### src/hdl/tdcbd_pkg.sv
package tdcbd_pkg;

    localparam int RAM_BYTES   = 2048;
    localparam int ROM_BYTES   = 1024;
    localparam int PAGE_BYTES  = 512;
    localparam int NUM_REGS    = 32;

    localparam int RAM_AW      = $clog2(RAM_BYTES);
    localparam int ROM_AW      = $clog2(ROM_BYTES);
    localparam int PAGE_AW     = $clog2(PAGE_BYTES);
    localparam int PAGE_SEL_W  = RAM_AW - PAGE_AW;

    localparam logic [ROM_AW-1:0] SLOT_ROM_BASE = ROM_AW'(12'h300);
    localparam logic [RAM_AW-1:0] WINDOW_LAST   = RAM_AW'(12'h7FF);
    localparam logic [7:0]        CHAR_H_MASK   = 8'h0F;
    localparam logic [7:0]        FLOAT_RESET   = 8'hFF;

    // CRTC register numbers used for the display parameters
    localparam int REG_CHARS_PER_ROW = 1;
    localparam int REG_ROWS_DISPLAY  = 6;
    localparam int REG_SCAN_LINES    = 9;
    localparam int REG_CURSOR_START  = 10;
    localparam int REG_CURSOR_END    = 11;
    localparam int REG_START_HI      = 12;
    localparam int REG_START_LO      = 13;
    localparam int REG_CURSOR_HI     = 14;
    localparam int REG_CURSOR_LO     = 15;

    typedef struct packed {
        logic       wr_index;
        logic       wr_reg;
        logic [7:0] data;
    } t_crtc_req;

    typedef struct packed {
        logic [7:0]        chars_per_row;
        logic [7:0]        rows_displayed;
        logic [4:0]        scan_lines;
        logic [7:0]        cursor_start;
        logic [7:0]        cursor_end;
        logic [RAM_AW-1:0] display_start;
        logic [RAM_AW-1:0] cursor_position;
    } t_disp;

endpackage

### src/hdl/tdcbd_crtc.sv
module tdcbd_crtc #(
    parameter int NUM_REGS = tdcbd_pkg::NUM_REGS
) (
    input  logic                 i_clk,
    input  logic                 i_rst_n,
    input  tdcbd_pkg::t_crtc_req i_req,
    output logic [7:0]           o_rd_byte,
    output tdcbd_pkg::t_disp     o_disp
);

    localparam int IDX_W = $clog2(NUM_REGS);

    logic [7:0]       r_regs [NUM_REGS];
    logic [IDX_W-1:0] r_index;

    always_ff @(posedge i_clk) begin
        if (!i_rst_n) begin
            r_index <= '0;
            for (int i = 0; i < NUM_REGS; i++) begin
                r_regs[i] <= '0;
            end
        end else begin
            if (i_req.wr_index) begin
                r_index <= IDX_W'(i_req.data);
            end
            if (i_req.wr_reg) begin
                r_regs[r_index] <= i_req.data;
            end
        end
    end

    assign o_rd_byte = r_regs[r_index];

    always_comb begin
        o_disp.chars_per_row  = r_regs[IDX_W'(tdcbd_pkg::REG_CHARS_PER_ROW)];
        o_disp.rows_displayed = r_regs[IDX_W'(tdcbd_pkg::REG_ROWS_DISPLAY)];
        o_disp.scan_lines     = 5'((r_regs[IDX_W'(tdcbd_pkg::REG_SCAN_LINES)]
                                    & tdcbd_pkg::CHAR_H_MASK) + 8'd1);
        o_disp.cursor_start   = r_regs[IDX_W'(tdcbd_pkg::REG_CURSOR_START)];
        o_disp.cursor_end     = r_regs[IDX_W'(tdcbd_pkg::REG_CURSOR_END)];
        // keep only the bits that address the video RAM
        o_disp.display_start  = tdcbd_pkg::RAM_AW'({
                                    r_regs[IDX_W'(tdcbd_pkg::REG_START_HI)],
                                    r_regs[IDX_W'(tdcbd_pkg::REG_START_LO)]});
        o_disp.cursor_position = tdcbd_pkg::RAM_AW'({
                                    r_regs[IDX_W'(tdcbd_pkg::REG_CURSOR_HI)],
                                    r_regs[IDX_W'(tdcbd_pkg::REG_CURSOR_LO)]});
    end

endmodule

### config.mk
export PLATFORM = sky130hd
export DESIGN_NAME = tdcbd_crtc
export DESIGN_NICKNAME = d
export VERILOG_FILES = /design/src/hdl/tdcbd_pkg.sv /design/src/hdl/tdcbd_crtc.sv
export SDC_FILE = /design/constraint.sdc
export NUM_CORES = 1
export LEC_CHECK = 0
export ABC_AREA = 1
export BUFFER_PORTS_ARGS = -buffer_cell sky130_fd_sc_hd__buf_2
export CORE_ASPECT_RATIO = 1.25
export CORE_MARGIN = 5
export CORE_UTILIZATION = 30
export CTS_BUF_LIST = sky130_fd_sc_hd__clkbuf_4
export DETAILED_ROUTE_END_ITERATION = 8
export GPL_ROUTABILITY_DRIVEN = 1
export SLEW_MARGIN = 5
export SYNTH_ARGS = -nofsm -noshare
export SYNTH_HDL_FRONTEND = slang
export SYNTH_SLANG_ARGS = --single-unit
### constraint.sdc
create_clock -name i_clk -period 2.1 [get_ports i_clk]
set_clock_uncertainty 0.1 [all_clocks]
set_input_delay 0.105 -clock i_clk [delete_from_list [all_inputs] [get_ports i_clk]]
set_output_delay 0.105 -clock i_clk [all_outputs]
set_load 0.03 [all_outputs]
==> flow_metrics.tcl <==
set metrics [dict create \
    fin_util 0.381 \
    finalHoldViolations 0 \
    die_x_um 190 \
    clock_path_buffers 3 \
    crit_path_end_kind "output port" \
    numCtsBuffers 60 \
    avgRoutedWirePerCell_um 19.5 \
    register_area_um2 7900 \
    instances_no_fill 2030 \
    critPathMaxFanout 9 \
    power_per_cell_area_nw_per_um2 775 \
    ys_types 19 \
    grt_max_degree 38 \
    multi_input_area_um2 4060 \
    gp_congestion 0.863 \
    setup_viol 8 \
    ys_seq_area_frac 0.649 \
    grt_pass1_wl_um 58400 \
    total_power_uw 11800 \
    holdWs_ns 0.183 \
    regToRegEndpoint "r_regs[15][1]" \
    first_pass_iters 5 \
    clkTransAtPathRegs_ns 0.08 \
    slew_violations 0 \
    crit_type "reg -> out" \
    avgSynthCellArea_um2 9.54 \
    via_per_inst 4.93 \
    cp_common_cell "nand2_2" \
    grt_pass1_vias 9963 \
    hold_start "i_req[9]" \
    min_to "r_index[2]" \
    path_cells "buf_12, buf_12, buf_16, buf_6, nand2_2, nand3_2, nand3_2, nand2_2, nand2_1, nand2_1, nand2_2, nand2_2, buf_6" \
    antenna_found_initial 2 \
    synth_edf_count 256 \
    start_kind "register" \
    dieArea_um2 44700 \
    num_rows 82 \
    worst_pin_slew_ns 0.577 \
    dp.cells 1888 \
    clock.fmax_ghz 0.384 \
    grt-ovfl-total 0 \
    layout_min_cycle_time_ns 2.61 \
    cts.sinks 266 \
    r2r_slack_ns 0.09 \
    reg2reg_depth 4 \
    syn_nets 1287 \
    h-tree-depth 2 \
    cpMaxStageDelayCell "dfxtp_4" \
    dp_hpwl_um 23400 \
    syn_area_um2 12200 \
    fillCellCount 3913 \
    die_y_um 235 \
    yosysWarningCount 0 \
    ys_seq_elements 266 \
    drc 0 \
    max_slew_margin 0.616 \
    start_util 0.303 \
    vdd_drop_max_mv 0.338 \
    netlist.area_leader.share 0.633 \
    core_area_um2 40100 \
    cp.required_ns 1.89 \
    status "finished, violations left" \
    ys_top_cells_by_area "edfxtp_1, nand2_1, nand3_1, nor2_1, dfxtp_1" \
    port_buffers 78 \
    syn2layout_area_growth_pct 25.7 \
    synthArstFlopShare 0 \
    rsz0062_at_grt "true" \
    cts_root_buf "clkbuf_4" \
    min_period_over_period 1.24 \
    ys_dominant_reg_cell "edfxtp_1" \
    clkLatencyLatePin_ns 0.77 \
    r2r-start "r_index[2]" \
    setup_ws_ns -0.506 \
    io_pins 79 \
    track_usage 0.169 \
    crit_arrival_ns 2.40 \
    worstHoldPathType "in -> reg" \
    via_count 10000 \
    syn-instance-count 1274 \
    crit_buf_inv 5 \
    synth_area_leader_cell "edfxtp_1" \
    violations "setup timing" \
    holdPathStages 3 \
    layout-drive-gt1-share 0.252 \
    drt_wl_total_um 39600 \
    max_cap_violations 0 \
    critPathMaxStageDelay_ns 0.41 \
    drt_iter0_markers 886 \
    final_nets 1450 \
    cts_tree "built" \
    critPathTopFamily "buffers and inverters" \
    ant_nets 0 \
    power.leakage_uw 0.00640 \
]
## layout by cell type (no fill, tap or decap)
cell type	count
buf_6	19
nand3_1	160
buf_16	9
nand2_2	57
buf_8	1
nand2_1	369
nor3_1	1
clkinv_8	1
clkbuf_4	88
nand3_2	33
dfxtp_1	8
o21ai_0	5
buf_2	69
bufinv_16	1
nor3_2	8
clkinv_1	18
inv_2	1
dlygate4sd3_1	11
ha_4	1
bufbuf_16	1
nor2_1	257
buf_12	7
buf_4	63
diode_2	1
clkbuf_16	8
inv_1	18
dfxtp_4	2
edfxtp_1	256
xor2_1	2
inv_6	1
nor3_4	3
a21oi_1	5
## cells by family after synthesis
logic type                 count (synthesis)  share of synthesized area
AOI/OAI and AO/OA                         10                    0.00412
xor gates and xnor gates                   2                    0.00144
adders and majority gates                  1                    0.00103
buffers and inverters                    107                     0.0377
DFF                                      266                      0.649
and+or+nand+nor                          888                      0.307
## how the worst max path moves through the flow
stage | slack [ns] | startpoint | cells after the start | end
after global routing | -0.63 | register | 12 | o_rd_byte[1]
after detailed placement | 0.08 | register | 11 | o_rd_byte[5]
final | -0.51 | register | 13 | o_rd_byte[2]
after CTS | -0.47 | register | 11 | o_rd_byte[5]
after floorplan | 0.33 | r_index[0] | 4 | r_regs[11][0]
after global placement | 0.11 | register | 11 | o_rd_byte[5]
## cell type report
cell class	instances	share of cell area
multi-input cells	901	0.266
well taps	546	0.0447
flip-flops and latches	266	0.517
repair buffers	188	0.116
inverters	20	0.00606
clock buffers	88	0.0432
clock inverters	20	0.00663
diodes	1	0.000164
## cell usage after synthesis, types with 2 or more instances
library cell and instances:
a21oi_1 5, buf_1 11, buf_2 27, buf_4 6, clkbuf_1 43, dfxtp_1 10
edfxtp_1 256, inv_1 19, nand2_1 401, nand2_2 25, nand3_1 193, nor2_1 257
nor3_2 8, nor3_4 3, o21ai_0 5, xor2_1 2
## timing repair
action,in CTS,in global routing
pin swaps,26,7
hold buffers,11,0
endpoints found under the setup margin,8,25
resized for setup,85,31
endpoints found under the hold margin,266,0
gates cloned,7,8
setup buffers,4,4
## power by group
group	internal, µW	switching [µW]	total [µW]
combinational	550	1100	1650
sequential	5990	104	6100
clock	2030	2060	4090
total	8580	3260	11800
## state kept, by name, summed over array words and instances (netlist names), named ones only
signal,flops
r_index,5
r_regs,256
## routing by layer
metal,up-vias,global-route usage,share of wire
met5,-,0,0.00018
met4,2,0.0691,0.043
met3,116,0.0313,0.075
met2,466,0.304,0.52
met1,4818,0.196,0.36
li1,4598,-,-
## per-stage QoR
| step | setup slack, ns | area [µm²] | setup TNS (ns) |
|---|---|---|---|
| 4_1_cts | -0.474 | 14900 | -3.75 |
| 3_5_place_dp | 0.0777 | 13500 | 0 |
| 5_1_grt | -0.631 | 15300 | -4.83 |
| 6_report | -0.506 | 15300 | -3.66 |
| 3_3_place_gp | 0.106 | 13500 | 0 |
| 2_1_floorplan | 0.334 | 12200 | 0 |
## tightest hold or removal path: stages
cell	delay, ns
dlygate4sd3_1	0.54
buf_2	0.24
a21oi_1	0.12
Note: power is estimated with default switching activity, not from simulation.
